<file path="src/rtl/skn_pkg.sv">
// ----------------------------------------------------------------------------
// skn_pkg
// Shared types and constants of the sort key normalizer: byte codes, mode and
// register codes, and the command word passed from front to back.
// ----------------------------------------------------------------------------
package skn_pkg;

    localparam int CNT_W       = 6;
    localparam int QUEUE_DEPTH = 2;
    localparam int QPTR_W      = $clog2(QUEUE_DEPTH);

    localparam logic [7:0] CH_NUL   = 8'h00;
    localparam logic [7:0] CH_SPACE = 8'h20;
    localparam logic [7:0] CH_MINUS = 8'h2D;
    localparam logic [7:0] CH_DOT   = 8'h2E;
    localparam logic [7:0] CH_ZERO  = 8'h30;
    localparam logic [7:0] CH_NINE  = 8'h39;
    localparam logic [7:0] CH_UP_A  = 8'h41;
    localparam logic [7:0] CH_UP_Z  = 8'h5A;
    localparam logic [7:0] CH_LO_A  = 8'h61;
    localparam logic [7:0] CH_LO_Z  = 8'h7A;
    localparam logic [7:0] CH_TILDE = 8'h7E;
    localparam logic [7:0] CASE_BIT = 8'h20;

    localparam logic ACT_BYTE = 1'b0;
    localparam logic ACT_END  = 1'b1;

    localparam logic [1:0] REG_SKIP = 2'd0;
    localparam logic [1:0] REG_FOLD = 2'd1;
    localparam logic [1:0] REG_MODE = 2'd2;

    typedef enum logic [1:0] {
        MODE_COPY    = 2'd0,
        MODE_PRINT   = 2'd1,
        MODE_DICT    = 2'd2,
        MODE_NUMERIC = 2'd3
    } skn_mode_t;

    typedef struct packed {
        logic             pre_en;
        logic [7:0]       pre_ch;
        logic             flush_en;
        logic [CNT_W-1:0] flush_cnt;
        logic             dot_en;
        logic [CNT_W-1:0] zeros_cnt;
        logic             post_en;
        logic [7:0]       post_ch;
        logic             term_en;
        logic             ovf;
    } skn_cmd_t;

endpackage

</file>
<file path="src/rtl/skn_front.sv">
// ----------------------------------------------------------------------------
// skn_front
// Accepts key bytes, holds configuration and per-key state, buffers integer
// digits, and issues one command word per item that yields results.
// ----------------------------------------------------------------------------
module skn_front #(
    parameter int MAX_INT_DIGITS = 16,
    parameter int ZERO_RUN_MAX   = 32
) (
    input  logic                                aclk,
    input  logic                                aresetn,
    input  logic                                s_tvalid,
    output logic                                s_tready,
    input  logic [7:0]                          s_tdata,
    input  logic [0:0]                          s_tuser,
    input  logic                                cfg_valid,
    output logic                                cfg_ready,
    input  logic [1:0]                          cfg_index,
    input  logic [1:0]                          cfg_wdata,
    output skn_pkg::skn_cmd_t                   cmd,
    output logic                                cmd_valid,
    input  logic                                cmd_ready,
    input  logic                                flush_done,
    input  logic [$clog2(MAX_INT_DIGITS)-1:0]   rd_idx,
    output logic [3:0]                          rd_digit
);
    import skn_pkg::*;

    localparam int DIG_IDX_W = $clog2(MAX_INT_DIGITS);
    localparam int IC_W      = $clog2(MAX_INT_DIGITS + 1);
    localparam int ZR_W      = $clog2(ZERO_RUN_MAX + 1);

    typedef enum logic [1:0] {
        PH_SIGN = 2'd0,
        PH_INT  = 2'd1,
        PH_FRAC = 2'd2,
        PH_DONE = 2'd3
    } phase_t;

    logic            skip_reg;
    logic            fold_reg;
    skn_mode_t       mode_reg;

    logic            at_start_reg, at_start_next;
    phase_t          phase_reg, phase_next;
    logic [IC_W-1:0] int_count_reg, int_count_next;
    logic [ZR_W-1:0] zero_run_reg, zero_run_next;
    logic            dot_reg, dot_next;
    logic            dropped_reg, dropped_next;
    logic            flush_wait_reg;

    logic [3:0]      digits_reg [MAX_INT_DIGITS];

    logic            accept;
    logic            dig_we;
    logic [7:0]      c;
    logic            is_digit, is_upper, is_lower;
    logic [7:0]      folded;
    skn_cmd_t        cmd_c;
    phase_t          eff_phase;

    assign cfg_ready = 1'b1;
    assign s_tready  = !flush_wait_reg && cmd_ready;
    assign accept    = s_tvalid && s_tready;
    assign c         = s_tdata;
    assign is_digit  = (c >= CH_ZERO) && (c <= CH_NINE);
    assign is_upper  = (c >= CH_UP_A) && (c <= CH_UP_Z);
    assign is_lower  = (c >= CH_LO_A) && (c <= CH_LO_Z);
    assign folded    = (fold_reg && is_upper) ? (c | CASE_BIT) : c;
    assign rd_digit  = digits_reg[rd_idx];
    assign cmd       = cmd_c;

    always_comb begin
        cmd_c          = '0;
        dig_we         = 1'b0;
        eff_phase      = phase_reg;
        at_start_next  = at_start_reg;
        phase_next     = phase_reg;
        int_count_next = int_count_reg;
        zero_run_next  = zero_run_reg;
        dot_next       = dot_reg;
        dropped_next   = dropped_reg;
        if (accept) begin
            if (s_tuser[0] == ACT_END) begin
                if (mode_reg == MODE_NUMERIC) begin
                    if (phase_reg == PH_SIGN) begin
                        cmd_c.pre_en = 1'b1;
                        cmd_c.pre_ch = CH_ZERO;
                    end
                    if (phase_reg == PH_SIGN || phase_reg == PH_INT) begin
                        cmd_c.flush_en  = 1'b1;
                        cmd_c.flush_cnt = CNT_W'(int_count_reg);
                    end
                end
                cmd_c.term_en  = 1'b1;
                cmd_c.ovf      = dropped_reg;
                at_start_next  = 1'b1;
                phase_next     = PH_SIGN;
                int_count_next = '0;
                zero_run_next  = '0;
                dot_next       = 1'b0;
                dropped_next   = 1'b0;
            end else if (!(at_start_reg && skip_reg && c <= CH_SPACE)) begin
                at_start_next = 1'b0;
                case (mode_reg)
                    MODE_COPY: begin
                        cmd_c.pre_en = 1'b1;
                        cmd_c.pre_ch = folded;
                    end
                    MODE_PRINT: begin
                        cmd_c.pre_en = (c >= CH_SPACE) && (c <= CH_TILDE);
                        cmd_c.pre_ch = folded;
                    end
                    MODE_DICT: begin
                        cmd_c.pre_en = is_digit || is_lower || is_upper || (c == CH_SPACE);
                        cmd_c.pre_ch = folded;
                    end
                    default: begin
                        if (phase_reg == PH_SIGN) begin
                            eff_phase    = PH_INT;
                            phase_next   = PH_INT;
                            cmd_c.pre_en = 1'b1;
                            cmd_c.pre_ch = (c == CH_MINUS) ? CH_MINUS : CH_ZERO;
                        end
                        if (!(phase_reg == PH_SIGN && c == CH_MINUS)) begin
                            if (eff_phase == PH_INT) begin
                                if (is_digit) begin
                                    if (int_count_reg < IC_W'(MAX_INT_DIGITS)) begin
                                        dig_we         = 1'b1;
                                        int_count_next = int_count_reg + 1'b1;
                                    end else begin
                                        dropped_next = 1'b1;
                                    end
                                end else begin
                                    cmd_c.flush_en  = 1'b1;
                                    cmd_c.flush_cnt = CNT_W'(int_count_reg);
                                    int_count_next  = '0;
                                    if (c == CH_DOT) begin
                                        dot_next      = 1'b1;
                                        zero_run_next = '0;
                                        phase_next    = PH_FRAC;
                                    end else begin
                                        phase_next = PH_DONE;
                                    end
                                end
                            end else if (eff_phase == PH_FRAC) begin
                                if (c == CH_ZERO) begin
                                    if (zero_run_reg < ZR_W'(ZERO_RUN_MAX)) begin
                                        zero_run_next = zero_run_reg + 1'b1;
                                    end else begin
                                        dropped_next = 1'b1;
                                    end
                                end else if (is_digit) begin
                                    cmd_c.dot_en    = dot_reg;
                                    cmd_c.zeros_cnt = CNT_W'(zero_run_reg);
                                    cmd_c.post_en   = 1'b1;
                                    cmd_c.post_ch   = c;
                                    dot_next        = 1'b0;
                                    zero_run_next   = '0;
                                end else begin
                                    zero_run_next = '0;
                                    dot_next      = 1'b0;
                                    phase_next    = PH_DONE;
                                end
                            end
                        end
                    end
                endcase
            end
        end
    end

    assign cmd_valid = cmd_c.pre_en || cmd_c.flush_en || cmd_c.dot_en
                    || cmd_c.post_en || cmd_c.term_en;

    always_ff @(posedge aclk) begin
        if (!aresetn) begin
            skip_reg       <= 1'b0;
            fold_reg       <= 1'b0;
            mode_reg       <= MODE_COPY;
            at_start_reg   <= 1'b1;
            phase_reg      <= PH_SIGN;
            int_count_reg  <= '0;
            zero_run_reg   <= '0;
            dot_reg        <= 1'b0;
            dropped_reg    <= 1'b0;
            flush_wait_reg <= 1'b0;
        end else begin
            if (cfg_valid && cfg_ready) begin
                case (cfg_index)
                    REG_SKIP: skip_reg <= cfg_wdata[0];
                    REG_FOLD: fold_reg <= cfg_wdata[0];
                    REG_MODE: mode_reg <= skn_mode_t'(cfg_wdata);
                    default: ;
                endcase
            end
            at_start_reg  <= at_start_next;
            phase_reg     <= phase_next;
            int_count_reg <= int_count_next;
            zero_run_reg  <= zero_run_next;
            dot_reg       <= dot_next;
            dropped_reg   <= dropped_next;
            if (cmd_valid && cmd_c.flush_en) begin
                flush_wait_reg <= 1'b1;
            end else if (flush_done) begin
                flush_wait_reg <= 1'b0;
            end
        end
    end

    always_ff @(posedge aclk) begin
        if (dig_we) begin
            digits_reg[int_count_reg[DIG_IDX_W-1:0]] <= c[3:0];
        end
    end

`ifndef ASSERT_OFF
    a_int_count_bound: assert property (@(posedge aclk) disable iff (!aresetn)
        int_count_reg <= IC_W'(MAX_INT_DIGITS))
        else $error("digit count beyond store depth");
    a_zero_run_bound: assert property (@(posedge aclk) disable iff (!aresetn)
        zero_run_reg <= ZR_W'(ZERO_RUN_MAX))
        else $error("zero run beyond limit");
    a_done_when_waiting: assert property (@(posedge aclk) disable iff (!aresetn)
        flush_done |-> flush_wait_reg)
        else $error("flush done without a pending flush");
    a_wait_after_flush: assert property (@(posedge aclk) disable iff (!aresetn)
        cmd_valid && cmd_c.flush_en |=> flush_wait_reg && !s_tready)
        else $error("input not held during digit flush");
`endif

endmodule

</file>
<file path="src/rtl/skn_queue.sv">
// ----------------------------------------------------------------------------
// skn_queue
// Short command queue between front and back.
// ----------------------------------------------------------------------------
module skn_queue (
    input  logic              aclk,
    input  logic              aresetn,
    input  logic              push,
    input  skn_pkg::skn_cmd_t din,
    output logic              ready,
    input  logic              pop,
    output skn_pkg::skn_cmd_t dout,
    output logic              valid
);
    import skn_pkg::*;

    skn_cmd_t          entries_reg [QUEUE_DEPTH];
    logic [QPTR_W-1:0] wr_ptr_reg;
    logic [QPTR_W-1:0] rd_ptr_reg;
    logic [QPTR_W:0]   count_reg;

    assign ready = count_reg < (QPTR_W + 1)'(QUEUE_DEPTH);
    assign valid = count_reg != '0;
    assign dout  = entries_reg[rd_ptr_reg];

    always_ff @(posedge aclk) begin
        if (!aresetn) begin
            wr_ptr_reg <= '0;
            rd_ptr_reg <= '0;
            count_reg  <= '0;
        end else begin
            if (push) begin
                wr_ptr_reg <= (wr_ptr_reg == QPTR_W'(QUEUE_DEPTH - 1)) ? '0 : wr_ptr_reg + 1'b1;
            end
            if (pop) begin
                rd_ptr_reg <= (rd_ptr_reg == QPTR_W'(QUEUE_DEPTH - 1)) ? '0 : rd_ptr_reg + 1'b1;
            end
            if (push && !pop) begin
                count_reg <= count_reg + 1'b1;
            end else if (pop && !push) begin
                count_reg <= count_reg - 1'b1;
            end
        end
    end

    always_ff @(posedge aclk) begin
        if (push) begin
            entries_reg[wr_ptr_reg] <= din;
        end
    end

`ifndef ASSERT_OFF
    a_no_overrun: assert property (@(posedge aclk) disable iff (!aresetn)
        push |-> ready)
        else $error("push into full queue");
    a_no_underrun: assert property (@(posedge aclk) disable iff (!aresetn)
        pop |-> valid)
        else $error("pop from empty queue");
    a_count_bound: assert property (@(posedge aclk) disable iff (!aresetn)
        count_reg <= (QPTR_W + 1)'(QUEUE_DEPTH))
        else $error("queue count beyond depth");
`endif

endmodule

</file>
<file path="src/rtl/skn_back.sv">
// ----------------------------------------------------------------------------
// skn_back
// Walks each command through its output steps (lead byte, pad zeros, stored
// digits, dot, fraction zeros and digit, terminator); at most one byte a cycle.
// ----------------------------------------------------------------------------
module skn_back #(
    parameter int PAD_WIDTH      = 9,
    parameter int MAX_INT_DIGITS = 16
) (
    input  logic                               aclk,
    input  logic                               aresetn,
    input  skn_pkg::skn_cmd_t                  cmd_in,
    input  logic                               cmd_valid,
    output logic                               cmd_pop,
    output logic                               flush_done,
    output logic [$clog2(MAX_INT_DIGITS)-1:0]  rd_idx,
    input  logic [3:0]                         rd_digit,
    output logic                               m_tvalid,
    input  logic                               m_tready,
    output logic [7:0]                         m_tdata,
    output logic                               m_tlast,
    output logic [0:0]                         m_tuser
);
    import skn_pkg::*;

    localparam int DIG_IDX_W = $clog2(MAX_INT_DIGITS);

    typedef enum logic [2:0] {
        ST_IDLE = 3'd0,
        ST_PRE  = 3'd1,
        ST_PAD  = 3'd2,
        ST_DIG  = 3'd3,
        ST_DOT  = 3'd4,
        ST_ZERO = 3'd5,
        ST_POST = 3'd6,
        ST_TERM = 3'd7
    } stage_t;

    function automatic logic [CNT_W-1:0] pad_of(skn_cmd_t cw);
        logic [CNT_W-1:0] r;
        r = '0;
        if (cw.flush_en && cw.flush_cnt < CNT_W'(PAD_WIDTH)) begin
            r = CNT_W'(PAD_WIDTH) - cw.flush_cnt;
        end
        return r;
    endfunction

    function automatic stage_t stage_after(stage_t from, skn_cmd_t cw);
        stage_t r;
        r = ST_IDLE;
        if (cw.term_en && from < ST_TERM) r = ST_TERM;
        if (cw.post_en && from < ST_POST) r = ST_POST;
        if (cw.zeros_cnt != '0 && from < ST_ZERO) r = ST_ZERO;
        if (cw.dot_en && from < ST_DOT) r = ST_DOT;
        if (cw.flush_en && cw.flush_cnt != '0 && from < ST_DIG) r = ST_DIG;
        if (pad_of(cw) != '0 && from < ST_PAD) r = ST_PAD;
        if (cw.pre_en && from < ST_PRE) r = ST_PRE;
        return r;
    endfunction

    stage_t           stage_reg, stage_next;
    skn_cmd_t         cmd_reg, cmd_next;
    logic [CNT_W-1:0] cnt_reg, cnt_next;
    logic [CNT_W-1:0] idx_reg, idx_next;
    logic             m_tvalid_reg, m_tvalid_next;
    logic [7:0]       m_tdata_reg, m_tdata_next;
    logic             m_tlast_reg, m_tlast_next;
    logic             m_tuser_reg, m_tuser_next;

    logic             out_free;
    logic             adv;
    stage_t           after;

    assign out_free = !m_tvalid_reg || m_tready;
    assign rd_idx   = idx_reg[DIG_IDX_W-1:0];
    assign m_tvalid = m_tvalid_reg;
    assign m_tdata  = m_tdata_reg;
    assign m_tlast  = m_tlast_reg;
    assign m_tuser  = m_tuser_reg;

    always_comb begin
        stage_next    = stage_reg;
        cmd_next      = cmd_reg;
        cnt_next      = cnt_reg;
        idx_next      = idx_reg;
        m_tvalid_next = m_tvalid_reg && !m_tready;
        m_tdata_next  = m_tdata_reg;
        m_tlast_next  = m_tlast_reg;
        m_tuser_next  = m_tuser_reg;
        adv           = 1'b0;
        cmd_pop       = 1'b0;
        flush_done    = 1'b0;
        if (out_free) begin
            case (stage_reg)
                ST_PRE: begin
                    m_tvalid_next = 1'b1;
                    m_tdata_next  = cmd_reg.pre_ch;
                    m_tlast_next  = 1'b0;
                    m_tuser_next  = 1'b0;
                    adv           = 1'b1;
                end
                ST_PAD, ST_ZERO: begin
                    m_tvalid_next = 1'b1;
                    m_tdata_next  = CH_ZERO;
                    m_tlast_next  = 1'b0;
                    m_tuser_next  = 1'b0;
                    cnt_next      = cnt_reg - 1'b1;
                    adv           = (cnt_reg == CNT_W'(1));
                end
                ST_DIG: begin
                    m_tvalid_next = 1'b1;
                    m_tdata_next  = CH_ZERO | {4'h0, rd_digit};
                    m_tlast_next  = 1'b0;
                    m_tuser_next  = 1'b0;
                    idx_next      = idx_reg + 1'b1;
                    adv           = (idx_reg + 1'b1 == cmd_reg.flush_cnt);
                end
                ST_DOT: begin
                    m_tvalid_next = 1'b1;
                    m_tdata_next  = CH_DOT;
                    m_tlast_next  = 1'b0;
                    m_tuser_next  = 1'b0;
                    adv           = 1'b1;
                end
                ST_POST: begin
                    m_tvalid_next = 1'b1;
                    m_tdata_next  = cmd_reg.post_ch;
                    m_tlast_next  = 1'b0;
                    m_tuser_next  = 1'b0;
                    adv           = 1'b1;
                end
                ST_TERM: begin
                    m_tvalid_next = 1'b1;
                    m_tdata_next  = CH_NUL;
                    m_tlast_next  = 1'b1;
                    m_tuser_next  = cmd_reg.ovf;
                    adv           = 1'b1;
                end
                default: ;
            endcase
        end
        after = stage_after(stage_reg, cmd_reg);
        if (adv) begin
            stage_next = after;
            if (cmd_reg.flush_en && (stage_reg == ST_DIG
                || (stage_reg == ST_PAD && after != ST_DIG))) begin
                flush_done = 1'b1;
            end
        end
        if ((stage_reg == ST_IDLE || (adv && after == ST_IDLE)) && cmd_valid) begin
            cmd_pop    = 1'b1;
            cmd_next   = cmd_in;
            stage_next = stage_after(ST_IDLE, cmd_in);
        end
        if (adv || cmd_pop) begin
            if (stage_next == ST_PAD) cnt_next = pad_of(cmd_next);
            if (stage_next == ST_ZERO) cnt_next = cmd_next.zeros_cnt;
            if (stage_next == ST_DIG) idx_next = '0;
        end
    end

    always_ff @(posedge aclk) begin
        if (!aresetn) begin
            stage_reg    <= ST_IDLE;
            m_tvalid_reg <= 1'b0;
        end else begin
            stage_reg    <= stage_next;
            m_tvalid_reg <= m_tvalid_next;
        end
        cmd_reg     <= cmd_next;
        cnt_reg     <= cnt_next;
        idx_reg     <= idx_next;
        m_tdata_reg <= m_tdata_next;
        m_tlast_reg <= m_tlast_next;
        m_tuser_reg <= m_tuser_next;
    end

`ifndef ASSERT_OFF
    a_dig_in_range: assert property (@(posedge aclk) disable iff (!aresetn)
        stage_reg == ST_DIG |-> idx_reg < cmd_reg.flush_cnt)
        else $error("digit index past flush count");
    a_run_nonempty: assert property (@(posedge aclk) disable iff (!aresetn)
        (stage_reg == ST_PAD || stage_reg == ST_ZERO) |-> cnt_reg != '0)
        else $error("empty zero run in progress");
    a_last_is_nul: assert property (@(posedge aclk) disable iff (!aresetn)
        m_tvalid_reg && m_tlast_reg |-> m_tdata_reg == CH_NUL)
        else $error("terminator carries a nonzero byte");
    a_flag_only_on_last: assert property (@(posedge aclk) disable iff (!aresetn)
        m_tvalid_reg && m_tuser_reg |-> m_tlast_reg)
        else $error("overflow flag off the terminator");
`endif

endmodule

</file>
<file path="src/rtl/sort_key_normalizer.sv">
// ----------------------------------------------------------------------------
// sort_key_normalizer
// Rewrites the bytes of a key into a byte-comparable sort key (copy,
// printable, dictionary or numeric mode, optional blank skip and case fold).
//
//   channel  dir  handshake           payload
//   s_       in   s_tvalid/s_tready   s_tdata: in_char; s_tuser: action
//   m_       out  m_tvalid/m_tready   m_tdata: out_char; m_tlast: last;
//                                     m_tuser: overflow
//   cfg_     in   cfg_valid/cfg_ready cfg_index: register; cfg_wdata: value
//
// Outside numeric flushes one result leaves per cycle; copy mode keeps one
// byte a cycle. A number flush emits PAD_WIDTH or more bytes, one a cycle
// from the digit buffer, and input waits until the buffer is read out.
// A back-pressured output stalls the sequencer; the two-entry command queue
// lets input run on meanwhile. Reset is synchronous.
// ----------------------------------------------------------------------------
module sort_key_normalizer #(
    parameter int PAD_WIDTH      = 9,
    parameter int MAX_INT_DIGITS = 16,
    parameter int ZERO_RUN_MAX   = 32
) (
    input  logic       aclk,
    input  logic       aresetn,
    input  logic       s_tvalid,
    output logic       s_tready,
    input  logic [7:0] s_tdata,    // [7:0] in_char
    input  logic [0:0] s_tuser,    // [0] action
    output logic       m_tvalid,
    input  logic       m_tready,
    output logic [7:0] m_tdata,    // [7:0] out_char
    output logic       m_tlast,
    output logic [0:0] m_tuser,    // [0] overflow
    input  logic       cfg_valid,
    output logic       cfg_ready,
    input  logic [1:0] cfg_index,
    input  logic [1:0] cfg_wdata
);
    import skn_pkg::*;

    localparam int DIG_IDX_W = $clog2(MAX_INT_DIGITS);

    skn_cmd_t             f_cmd;
    logic                 f_cmd_valid;
    logic                 q_ready;
    skn_cmd_t             q_cmd;
    logic                 q_valid;
    logic                 b_pop;
    logic                 flush_done;
    logic [DIG_IDX_W-1:0] rd_idx;
    logic [3:0]           rd_digit;

    skn_front #(
        .MAX_INT_DIGITS (MAX_INT_DIGITS),
        .ZERO_RUN_MAX   (ZERO_RUN_MAX)
    ) u_front (
        .aclk       (aclk),
        .aresetn    (aresetn),
        .s_tvalid   (s_tvalid),
        .s_tready   (s_tready),
        .s_tdata    (s_tdata),
        .s_tuser    (s_tuser),
        .cfg_valid  (cfg_valid),
        .cfg_ready  (cfg_ready),
        .cfg_index  (cfg_index),
        .cfg_wdata  (cfg_wdata),
        .cmd        (f_cmd),
        .cmd_valid  (f_cmd_valid),
        .cmd_ready  (q_ready),
        .flush_done (flush_done),
        .rd_idx     (rd_idx),
        .rd_digit   (rd_digit)
    );

    skn_queue u_queue (
        .aclk    (aclk),
        .aresetn (aresetn),
        .push    (f_cmd_valid),
        .din     (f_cmd),
        .ready   (q_ready),
        .pop     (b_pop),
        .dout    (q_cmd),
        .valid   (q_valid)
    );

    skn_back #(
        .PAD_WIDTH      (PAD_WIDTH),
        .MAX_INT_DIGITS (MAX_INT_DIGITS)
    ) u_back (
        .aclk       (aclk),
        .aresetn    (aresetn),
        .cmd_in     (q_cmd),
        .cmd_valid  (q_valid),
        .cmd_pop    (b_pop),
        .flush_done (flush_done),
        .rd_idx     (rd_idx),
        .rd_digit   (rd_digit),
        .m_tvalid   (m_tvalid),
        .m_tready   (m_tready),
        .m_tdata    (m_tdata),
        .m_tlast    (m_tlast),
        .m_tuser    (m_tuser)
    );

endmodule
</file>
<file path="config.mk">
export PLATFORM = sky130hd
export DESIGN_NAME = sort_key_normalizer
export DESIGN_NICKNAME = d
export VERILOG_FILES = /design/src/rtl/skn_pkg.sv /design/src/rtl/skn_front.sv /design/src/rtl/skn_queue.sv /design/src/rtl/skn_back.sv /design/src/rtl/sort_key_normalizer.sv
export SDC_FILE = /design/constraint.sdc
export NUM_CORES = 1
export LEC_CHECK = 0
export CAP_MARGIN = 20
export CELL_PAD_IN_SITES_DETAIL_PLACEMENT = 1
export CELL_PAD_IN_SITES_GLOBAL_PLACEMENT = 1
export CORE_AREA = 2 2 147 149
export DETAILED_ROUTE_END_ITERATION = 16
export DIE_AREA = 0 0 149 151
export DONT_BUFFER_PORTS = 1
export HOLD_SLACK_MARGIN = 0.03
export PLACE_DENSITY = 0.74
export SETUP_SLACK_MARGIN = 0.2
export SLEW_MARGIN = 20
export SYNTH_ARGS = -nofsm -noshare
export SYNTH_HDL_FRONTEND = slang
export SYNTH_SLANG_ARGS = --single-unit
</file>
<file path="constraint.sdc">
create_clock -name aclk -period 3.8 [get_ports aclk]
set_input_delay 0.38 -clock aclk [delete_from_list [all_inputs] [get_ports aclk]]
set_output_delay 0.38 -clock aclk [all_outputs]
set_load 0.05 [all_outputs]
</file>
==> flow_metrics.env, run 1 <==
export IMPL_placed_cells=1020
export IMPL_synth_async_reset_ratio=0
export IMPL_max_slew_worst_pin_slew_ps=854.1
export IMPL_cts_buffers_inserted=23
export IMPL_mostFrequentLayoutCell="edfxtp_1"
export IMPL_path_class="register to register"
export IMPL_cts_tree="done"
export IMPL_fin_nets=810
export IMPL_ys_warn_count=0
export IMPL_clock_sinks=216
export IMPL_grt_overflow_total=0
export IMPL_coreArea_mm2=0.02082
export IMPL_share_comb_of_total_power=0.269
export IMPL_p_int_w=0.005250
export IMPL_period_needed_ps=3434
export IMPL_via_per_inst=5.887
export IMPL_cp_start_kind="register"
export IMPL_rows=53
export IMPL_drt_initial_drc_count=375
export IMPL_mostFrequentLayoutCells="edfxtp_1 (161), nor2_1 (68), nand2_1 (52)"
export IMPL_hold_violations=0
export IMPL_synth_flop_cell="edfxtp_1"
export IMPL_grt_use_total=0.2230
export IMPL_synth_top_area_frac=0.5020
export IMPL_p_per_area_mw_per_mm2=733.9
export IMPL_initial_utilization=0.4625
export IMPL_cts_root_buf="clkbuf_16"
export IMPL_postSynthAreaPerCell_um2=12.77
export IMPL_antenna_found_initial=0
export IMPL_peakVddDrop_uv=296.4
export IMPL_ys_seq_area_frac=0.6163
export IMPL_p_leak_nw=3.707
export IMPL_synth_edff_count=161
export IMPL_io_buffers=0
export IMPL_dp_hpwl_um=16630
export IMPL_drive_gt1_frac=0.1595
export IMPL_area_delta_synth_final_pct=13.02
export IMPL_drc_errors=0
export IMPL_ys_ff_latch=216
export IMPL_setup_viol=0
export IMPL_firstDrtPassIters=5
export IMPL_total_power_w=0.007988
export IMPL_cp_max_fo=13
export IMPL_die_w_um=149
export IMPL_syn_inst=754
export IMPL_crit_required_ps=4230
export IMPL_first_global_vias=6849
export IMPL_seqPwrFrac=0.457
export IMPL_status="completed"
export IMPL_path_clk_slew_ps=60
export IMPL_drv_cap=0
export IMPL_clk_path_buf_depth=3
export IMPL_ant_nets=0
export IMPL_setup_worst_path_end_class="register"
export IMPL_synth_area_leaders="edfxtp_1 (50%), dfxtp_1 (11%), mux4_2 (4.7%)"
export IMPL_die_y_um=151
export IMPL_wl_um=24690
export IMPL_via_count=6305
export IMPL_grt_max_degree=35
export IMPL_rsz0062_at_grt="false"
export IMPL_clkLatencyLatePin_ps=510
export IMPL_ys_types=78
export IMPL_worstPathArrival_ps=3870
export IMPL_pwr_share_clk=0.274
export IMPL_largest_reg_flops=66
export IMPL_diodes=0
export IMPL_grt_first_pass_wirelength_um=38160
export IMPL_switchingPower_w=0.002738
export IMPL_routabilityCongestion=0.8495
export IMPL_die_area_mm2=0.02250
export IMPL_swShare=0.3428
export IMPL_maxSlewViolCount=0
export IMPL_wire_per_inst_um=23.06
export IMPL_stdcell_count=1071
export IMPL_fin_tns_setup_ps=0
export IMPL_max_freq_mhz=291.2
export IMPL_skew_ps=7.226
export IMPL_synth_largest_area_cell="edfxtp_1"
export IMPL_slew_headroom=0.4262
export IMPL_period_share=0.9036
export IMPL_syn_cell_area_mm2=0.009630
export IMPL_io_pins=31
export IMPL_hold_class="input port to register"
export IMPL_htree_levels=1
==> final timing paths <==
kind         slack [ps]             endpoint                start  cells after the start
max                 370    u_back.cnt_reg[2]   u_back.cmd_reg[21]                     15
min                  50     u_front.skip_reg         cfg_wdata[0]                      2
max reg2reg         370    u_back.cnt_reg[2]   u_back.cmd_reg[21]                     15
min reg2reg         470  u_front.dropped_reg  u_front.dropped_reg                      2
==> area by class of cell <==
type                    instances  area [µm²]
fillers                      2118        9938
repair inverters                1       5.005
clock buffers                  32       669.4
repair buffers                 26       222.7
inverters                      28       110.1
clock inverters                 9       72.57
multi-input cells             484        3520
flip-flops and latches        216        5941
well taps                     275       344.1
==> repair_timing <==
item	in CTS	in global routing
endpoints found under the hold margin	81	0
setup buffers	0	3
gates resized for setup	0	16
setup endpoints to repair	0	6
hold buffers	6	0
==> layer usage <==
metal | global-route usage | vias to the layer above | routed length [µm] | share of wire
li1 | - | 2879 | - | -
met1 | 0.2806 | 3175 | 10310 | 0.42
met2 | 0.3866 | 203 | 12310 | 0.50
met3 | 0.04518 | 48 | 1391 | 0.056
met4 | 0.07429 | 0 | 678 | 0.027
met5 | 0 | - | 0 | 0
==> stage by stage <==
stage	utilization	worst slack, ps	instance area (µm²)	hold slack [ps]
CTS	0.5187	367.1	10800	38.74
detailed placement	0.4802	305.0	9998	469.8
global route	0.5227	118.5	10880	69.78
floorplan	-	268.4	9653	429.1
finish	0.5227	366.5	10880	50.99
global placement	0.4802	420.2	9998	467.5
==> logic make-up after synthesis <==
family	synth area share
simple gates	0.1317
flops	0.6163
compound gates	0.09004
mux	0.09666
buf+inv	0.02429
xor+xnor	0.02456
fa+ha+maj	0.01559
other cells	0.0007798
==> power groups by stage <==
stage	clock, W	combinational (W)	sequential (W)
after global routing	0.00231	0.00233	0.00370
final	0.00219	0.00215	0.00365
after CTS	0.00223	0.00207	0.00363
after floorplan	0	0.00152	0.00349
after global placement	0	0.00192	0.00363
after detailed placement	0	0.00201	0.00366
==> Yosys cell counts, types with 4 or more instances <==
master / count
a21oi_1: 24
and2_1: 25
xor2_1: 15
o21a_1: 4
o221ai_1: 4
clkbuf_1: 18
nor2_1: 69
nor4b_1: 4
and3_1: 7
xnor2_1: 12
mux2i_1: 21
nand3_1: 12
dfxtp_1: 55
edfxtp_1: 161
o21ai_0: 31
inv_1: 26
buf_1: 4
ha_1: 12
mux2_2: 24
nand3b_1: 4
buf_2: 5
nand4_1: 7
nand2_1: 52
nand2b_1: 10
a22oi_1: 5
nor2b_1: 12
a31oi_1: 9
mux4_2: 20
nor3_1: 22
nor4_1: 11
==> worst max-delay path, cell delays in order (launching register included) <==
cell and delay, ps:
dfxtp_1 390, nor2_1 230, a31oi_1 150, o21ai_0 390, nand3_1 210, o21ai_4 290, clkinv_4 160, a21o_1 220
ha_1 230, nand3_1 100, nand2_1 50, nor3_1 140, mux2i_1 140, nor4_2 420, a22oi_1 140, o21ai_0 100
Power figures use the tool's default switching activity.
==> run 2, diff against run 1 <==
ABC_AREA = 1   (was not set)
CORE_AREA = 2 2 196 121   (was 2 2 147 149)
DIE_AREA = 0 0 198 123   (was 0 0 149 151)
PLACE_DENSITY = 0.75   (was 0.74)
==> run 2 against run 1 <==
Net effect:
- utilization is 3.2 points lower
- cell area up 2.2%
- critical endpoint is now u_back.cnt_reg[5]
- fmax increased by 8.1%
- clock power is essentially flat
- worst setup slack gained 260 ps
- cell count is 30% higher
- sequential power is 2% lower
- routed wire length rose by 10%
- combinational power up 44%
- via count up 19%
- die area rose by 8.2%
- count of clock-buffer cells in the layout down 7
==> flow_metrics.env, run 2 <==
export IMPL_drt_initial_drc_count=584
export IMPL_grt_use_total=0.2318
export IMPL_via_per_inst=5.385
export IMPL_clock_sinks=216
export IMPL_synth_async_reset_ratio=0
export IMPL_syn_cell_area_mm2=0.01001
export IMPL_busiest_layer="met1"
export IMPL_cts_buffers_inserted=22
export IMPL_cts_tree="done"
export IMPL_use_met2=0.3444
export IMPL_grt_max_degree=35
export IMPL_slowest_delay_ps=500
export IMPL_swShare=0.4054
export IMPL_ys_warn_count=0
export IMPL_setup_slack_ps=624.5
export IMPL_yosysMostFrequentCell="nand2_1"
export IMPL_initial_utilization=0.4418
export IMPL_hold_violations=0
export IMPL_worstSetupStartpoint="u_back.idx_reg[0]"
export IMPL_max_freq_mhz=314.9
export IMPL_synth_top_area_frac=0.4831
export IMPL_grt_overflow_total=0
export IMPL_synth_top_family_by_area="simple AND/OR/NAND/NOR gates"
export IMPL_switchingPower_w=0.003601
export IMPL_skew_ps=12.80
export IMPL_fin_tns_setup_ps=0
export IMPL_seqPwrFrac=0.404
export IMPL_pwr_share_clk=0.248
export IMPL_final_util=0.4911
export IMPL_p_int_w=0.005282
export IMPL_first_global_vias=7601
export IMPL_wire_per_inst_um=19.65
export IMPL_dp_hpwl_um=19590
export IMPL_die_w_um=198
export IMPL_drc_errors=0
export IMPL_path_class="register to register"
export IMPL_drive_gt1_frac=0.09506
export IMPL_cp_start_kind="register"
export IMPL_rrSetupSlack_ps=620
export IMPL_hold_class="input port to register"
export IMPL_synth_area_leaders="edfxtp_1 (48%), dfxtp_1 (11%), nand2_1 (6.9%)"
export IMPL_status="completed"
export IMPL_largest_reg_flops=66
export IMPL_area_delta_synth_final_pct=11.15
export IMPL_crit_chain="buf_4 -> nand3_1 -> nand2_1 -> a21oi_1 -> nor2_1 -> nand3_2 -> a21oi_4 -> nand2_2 -> nand2_4 -> nand2_4 -> nand2_1 -> nand2_2 -> inv_2 -> nand4_2 -> a21oi_1 -> inv_1 -> nand2_1 -> nand2_1"
export IMPL_clk_path_buf_depth=3
export IMPL_r2r_start="u_back.idx_reg[0]"
export IMPL_met3_usage=0.04255
export IMPL_setup_worst_path_end_class="register"
export IMPL_met1_usage=0.3573
export IMPL_seq_area_mm2=0.005937
export IMPL_mostFrequentLayoutCell="nand2_1"
export IMPL_firstDrtPassIters=5
export IMPL_io_pins=31
export IMPL_synth_edff_count=161
export IMPL_worstPathArrival_ps=3580
export IMPL_diodes=0
export IMPL_share_comb_of_total_power=0.347
export IMPL_p_leak_nw=4.238
export IMPL_wl_um=27270
export IMPL_p_per_area_mw_per_mm2=798.6
export IMPL_worstRegToRegCells=18
export IMPL_ys_seq_area_frac=0.5931
export IMPL_yosys_top_cells_count="nand2_1 (185), edfxtp_1 (161), nor2_1 (150)"
export IMPL_syn_inst=1043
export IMPL_htree_levels=1
export IMPL_total_power_w=0.008883
export IMPL_cp_max_fo=34
export IMPL_ant_nets=0
export IMPL_synth_largest_area_cell="edfxtp_1"
export IMPL_period_share=0.8357
export IMPL_routabilityCongestion=0.8904
export IMPL_period_needed_ps=3175
export IMPL_die_y_um=123
export IMPL_coreArea_mm2=0.02265
export IMPL_clkLatencyLatePin_ps=520
export IMPL_pre_cts_slack_ps=658.3
export IMPL_cts_root_buf="clkbuf_16"
export IMPL_die_area_mm2=0.02435
export IMPL_rows=43
export IMPL_synth_compound_area_share=0.09427
export IMPL_fin_nets=1089
export IMPL_synthXorXnorAreaFrac=0.004376
export IMPL_multi_input_area_mm2=0.003435
export IMPL_path_clk_slew_ps=70
export IMPL_grt_first_pass_wirelength_um=42790
export IMPL_peakVddDrop_uv=321.8
export IMPL_via_count=7474
export IMPL_synth_mux_area_frac=0.02238
export IMPL_synth_fa_ha_area_frac=0.01500
export IMPL_num_fill_cells=2565
export IMPL_synth_flop_cell="edfxtp_1"
export IMPL_antenna_found_initial=1
export IMPL_whs_ps=39.51
export IMPL_mostFrequentLayoutCells="nand2_1 (185), edfxtp_1 (161), nor2_1 (148)"
export IMPL_postSynthAreaPerCell_um2=9.595
export IMPL_cp_slowest_cell="dfxtp_1"
export IMPL_drv_cap=0
export IMPL_slew_headroom=0.3558
export IMPL_synth_simple_gate_area_frac=0.2048
export IMPL_crit_top_cell="nand2_1"
export IMPL_worstSetupEndpoint="u_back.cnt_reg[5]"
export IMPL_cts_setup_buffers=0
export IMPL_worstReg2RegEnd="u_back.cnt_reg[5]"
export IMPL_setup_viol=0
export IMPL_max_slew_worst_pin_slew_ps=965.3
export IMPL_rsz0062_at_grt="false"
export IMPL_ys_ff_latch=216
export IMPL_io_buffers=0
export IMPL_maxSlewViolCount=0
export IMPL_ys_types=50
export IMPL_crit_required_ps=4210
-- run 2: through the flow --
| stage | instances | area, µm² |
|---|---|---|
| after CTS | 1388 | 11120 |
| after floorplan | 1046 | 10020 |
| after global routing | 1388 | 11120 |
| after global placement | 1342 | 10320 |
| after detailed placement | 1342 | 10320 |
| final | 1388 | 11120 |
-- run 2: power groups by stage --
stage               combinational, W  clock, W  sequential, W
detailed placement           0.00300         0        0.00363
global route                 0.00344   0.00233        0.00364
global placement             0.00290         0        0.00362
CTS                          0.00306   0.00224        0.00359
finish                       0.00309   0.00220        0.00359
floorplan                    0.00229         0        0.00348
-- run 2: area by class of cell --
class                   count  area share
multi-input cells         671      0.3088
inverters                 132     0.04454
repair buffers             16     0.01260
flip-flops and latches    216      0.5337
clock inverters            13     0.01440
well taps                 315     0.03543
clock buffers              25     0.05051
-- run 2: timing repair --
item / 4_1_cts / 5_1_grt
setup endpoints to repair: 0 / 2
resized for setup: 0 / 1
hold buffers: 8 / 0
hold endpoints to repair: 73 / 0
-- run 2: worst max-delay path: cells and delay by family, from the launching register on --
| kind | cells | cell delay [ps] |
|---|---|---|
| DFF | 1 | 500 |
| and+or+nand+nor | 12 | 1410 |
| buffers and inverters | 3 | 580 |
| AOI/OAI and AO/OA | 3 | 580 |
-- run 2: routing by layer --
layer,vias to the layer above,share of wire,wire length [µm]
met5,-,0,0
met4,0,0.013,350
met3,35,0.057,1547
met2,190,0.42,11410
met1,3691,0.51,13970
li1,3558,-,-
-- run 2: worst min path at each step --
stage | startpoint | endpoint | slack [ps] | cells past startpoint
2_1_floorplan | u_queue.rd_ptr_reg | register | 430 | 1
3_3_place_gp | u_queue.rd_ptr_reg | u_queue.rd_ptr_reg | 440 | 1
3_5_place_dp | u_queue.rd_ptr_reg | u_queue.rd_ptr_reg | 450 | 1
4_1_cts | cfg_index[1] | u_front.skip_reg | 40 | 2
5_1_grt | s_tuser | u_queue.entries_reg[1][6] | 50 | 1
6_report | cfg_index[1] | u_front.skip_reg | 40 | 2
-- run 2: kinds of logic (layout without fill, tap and decap cells) --
| logic type | Yosys count | in the layout |
|---|---|---|
| compound gates | 169 | 169 |
| xor+xnor | 5 | 5 |
| fa+ha+maj | 12 | 12 |
| buf+inv | 159 | 186 |
| flops | 216 | 216 |
| mux | 20 | 20 |
| other cells | 2 | 5 |
| simple gates | 460 | 460 |
==> run 3, diff against run 2 <==
clock period = 2.8 ns   (was 3.8 ns; I/O delays follow)
==> run 3 against run 2 <==
Net effect:
- clock power increased by 27%
- global-route usage is 0.85 points higher
- sequential power rose by 35%
- count of clock-buffer cells in the layout increased by 3
- non-clock buffer count rose by 64
- utilization rose by 4.9 points
- register-to-register slack got worse by 540 ps
==> flow_metrics.env, run 3 (synthesis results as in run 2) <==
export IMPL_path_clk_slew_ps=70
export IMPL_placed_cells=1386
export IMPL_drc_errors=0
export IMPL_grt_first_pass_wirelength_um=44350
export IMPL_p_per_area_mw_per_mm2=1112
export IMPL_swShare=0.4139
export IMPL_die_y_um=123
export IMPL_io_pins=31
export IMPL_cts_buffers_inserted=21
export IMPL_cp_slowest_cell="dfxtp_2"
export IMPL_cp_start_kind="register"
export IMPL_ant_nets=0
export IMPL_htree_levels=1
export IMPL_first_global_vias=7943
export IMPL_drive_gt1_frac=0.2291
export IMPL_drv_cap=0
export IMPL_slowest_delay_ps=340
export IMPL_firstDrtPassIters=5
export IMPL_mostFrequentLayoutCells="edfxtp_1 (161), nand2_1 (155), nor2_1 (124)"
export IMPL_p_int_w=0.007975
export IMPL_setup_viol=0
export IMPL_dp_hpwl_um=20100
export IMPL_io_buffers=0
export IMPL_cp_max_fo=8
export IMPL_fin_nets=1154
export IMPL_setup_slack_ps=83.39
export IMPL_clock_sinks=216
export IMPL_num_fill_cells=2520
export IMPL_stdcell_count=1454
export IMPL_mostFrequentLayoutCell="edfxtp_1"
export IMPL_initial_utilization=0.4418
export IMPL_period_share=0.9702
export IMPL_rsz0062_at_grt="true"
export IMPL_drt_initial_drc_count=485
export IMPL_area_delta_synth_final_pct=22.29
export IMPL_largest_reg_flops=66
export IMPL_final_util=0.5403
export IMPL_die_area_mm2=0.02435
export IMPL_die_w_um=198
export IMPL_seqPwrFrac=0.357
export IMPL_p_leak_nw=4.626
export IMPL_pwr_share_clk=0.205
export IMPL_hold_class="input port to register"
export IMPL_antenna_found_initial=0
export IMPL_hold_violations=0
export IMPL_worstPathArrival_ps=3170
export IMPL_cts_root_buf="clkbuf_16"
export IMPL_crit_chain="inv_2 -> ha_1 -> nor2_1 -> nand4_1 -> nand3_2 -> nand2_1 -> inv_1 -> nand2_1 -> nand2_1 -> nand2_1 -> nor2_2 -> nand2_2 -> nand2_4 -> nand2_8 -> clkinv_2 -> buf_4 -> nand2_1 -> nand2_1 -> nand2_1 -> o21ai_1 -> nand2_1 -> nand2_1"
export IMPL_grt_use_total=0.2403
export IMPL_crit_required_ps=3250
export IMPL_diodes=0
export IMPL_via_per_inst=5.329
export IMPL_routabilityCongestion=0.9116
export IMPL_fin_tns_setup_ps=0
export IMPL_status="completed"
export IMPL_peakVddDrop_uv=440.2
export IMPL_clkLatencyLatePin_ps=510
export IMPL_switchingPower_w=0.005632
export IMPL_slew_headroom=0.5228
export IMPL_placed_area_mm2=0.01073
export IMPL_cts_tree="done"
export IMPL_maxSlewViolCount=0
export IMPL_wire_per_inst_um=19.99
export IMPL_share_comb_of_total_power=0.439
export IMPL_setup_worst_path_end_class="register"
export IMPL_clk_path_buf_depth=3
export IMPL_rows=43
export IMPL_wl_um=29060
export IMPL_period_needed_ps=2717
export IMPL_fin_area_mm2=0.01224
export IMPL_max_slew_worst_pin_slew_ps=713.5
export IMPL_grt_overflow_total=0
export IMPL_grt_max_degree=33
export IMPL_via_count=7748
export IMPL_path_class="register to register"
export IMPL_skew_ps=14.70
export IMPL_crit_top_cell="nand2_1"
export IMPL_max_freq_mhz=368.1
export IMPL_rrSetupSlack_ps=80
export IMPL_coreArea_mm2=0.02265
export IMPL_pre_cts_slack_ps=-26.87
[run 3: changes by cell type in the layout (fill, tap and decap cells not counted), moves of 7 or more]
| cell | previous run | this run |
|---|---|---|
| buf_4 | 8 | 50 |
| buf_6 | 0 | 8 |
| dfxtp_1 | 54 | 45 |
| dlygate4sd3_1 | 8 | 15 |
| inv_1 | 123 | 114 |
| nand2_1 | 185 | 155 |
| nand2_2 | 9 | 31 |
| nor2_1 | 148 | 124 |
| nor2_2 | 9 | 16 |
| nor2_4 | 1 | 19 |
| o21ai_0 | 83 | 70 |
| o21ai_2 | 0 | 9 |
[run 3: worst max-delay path: cells and delay by family, from the launching register on]
kind	cells	cell delay [ps]
simple gates	16	1460
fa+ha+maj	1	270
compound gates	1	120
flops	1	340
buf+inv	4	460
[run 3: timing repair]
action	4_1_cts	5_1_grt
gates resized for setup	58	108
hold buffers	15	0
gates cloned	3	0
pin swaps	16	29
endpoints found under the hold margin	86	0
setup buffers	7	5
setup endpoints to repair	96	169
[run 3: through the flow]
step	power (W)	hold WS [ps]
detailed placement	0.009459	379.6
global placement	0.009271	379.7
finish	0.01361	47.58
floorplan	0.007849	378.9
global route	0.01432	51.19
CTS	0.01280	30.03
[run 3: power groups by stage]
stage / clock (W) / sequential, W / combinational, W
floorplan: 0 / 0.00472 / 0.00313
global placement: 0 / 0.00483 / 0.00444
detailed placement: 0 / 0.00486 / 0.00460
CTS: 0.00283 / 0.00483 / 0.00514
global route: 0.00294 / 0.00491 / 0.00647
finish: 0.00279 / 0.00485 / 0.00597
[run 3: area by class of cell]
class | count | area [µm²] | share of cell area
sequential | 216 | 5956 | 0.4867
tap | 315 | 394.1 | 0.03221
clock buffer | 28 | 581.8 | 0.04754
multi-input combinational | 673 | 3959 | 0.3235
clock inverter | 10 | 78.83 | 0.006441
inverter | 132 | 505.5 | 0.04130
timing repair buffer | 80 | 763.2 | 0.06237
[run 3: per-layer routing]
metal	GRT usage	wire length, µm	vias to the layer above
met5	0	0	-
met4	0.05310	510	0
li1	-	-	3701
met3	0.03628	1431	37
met2	0.3618	12580	189
met1	0.3664	14530	3821
[run 3: worst paths after layout]
| path | start | to | cells after the start |
|---|---|---|---|
| setup / recovery | u_back.cmd_reg[20] | u_back.cnt_reg[5] | 22 |
| hold / removal | s_tuser | u_queue.entries_reg[1][0] | 2 |
| setup reg to reg | u_back.cmd_reg[20] | u_back.cnt_reg[5] | 22 |
| hold reg to reg | u_front.zero_run_reg[4] | u_front.zero_run_reg[5] | 2 |
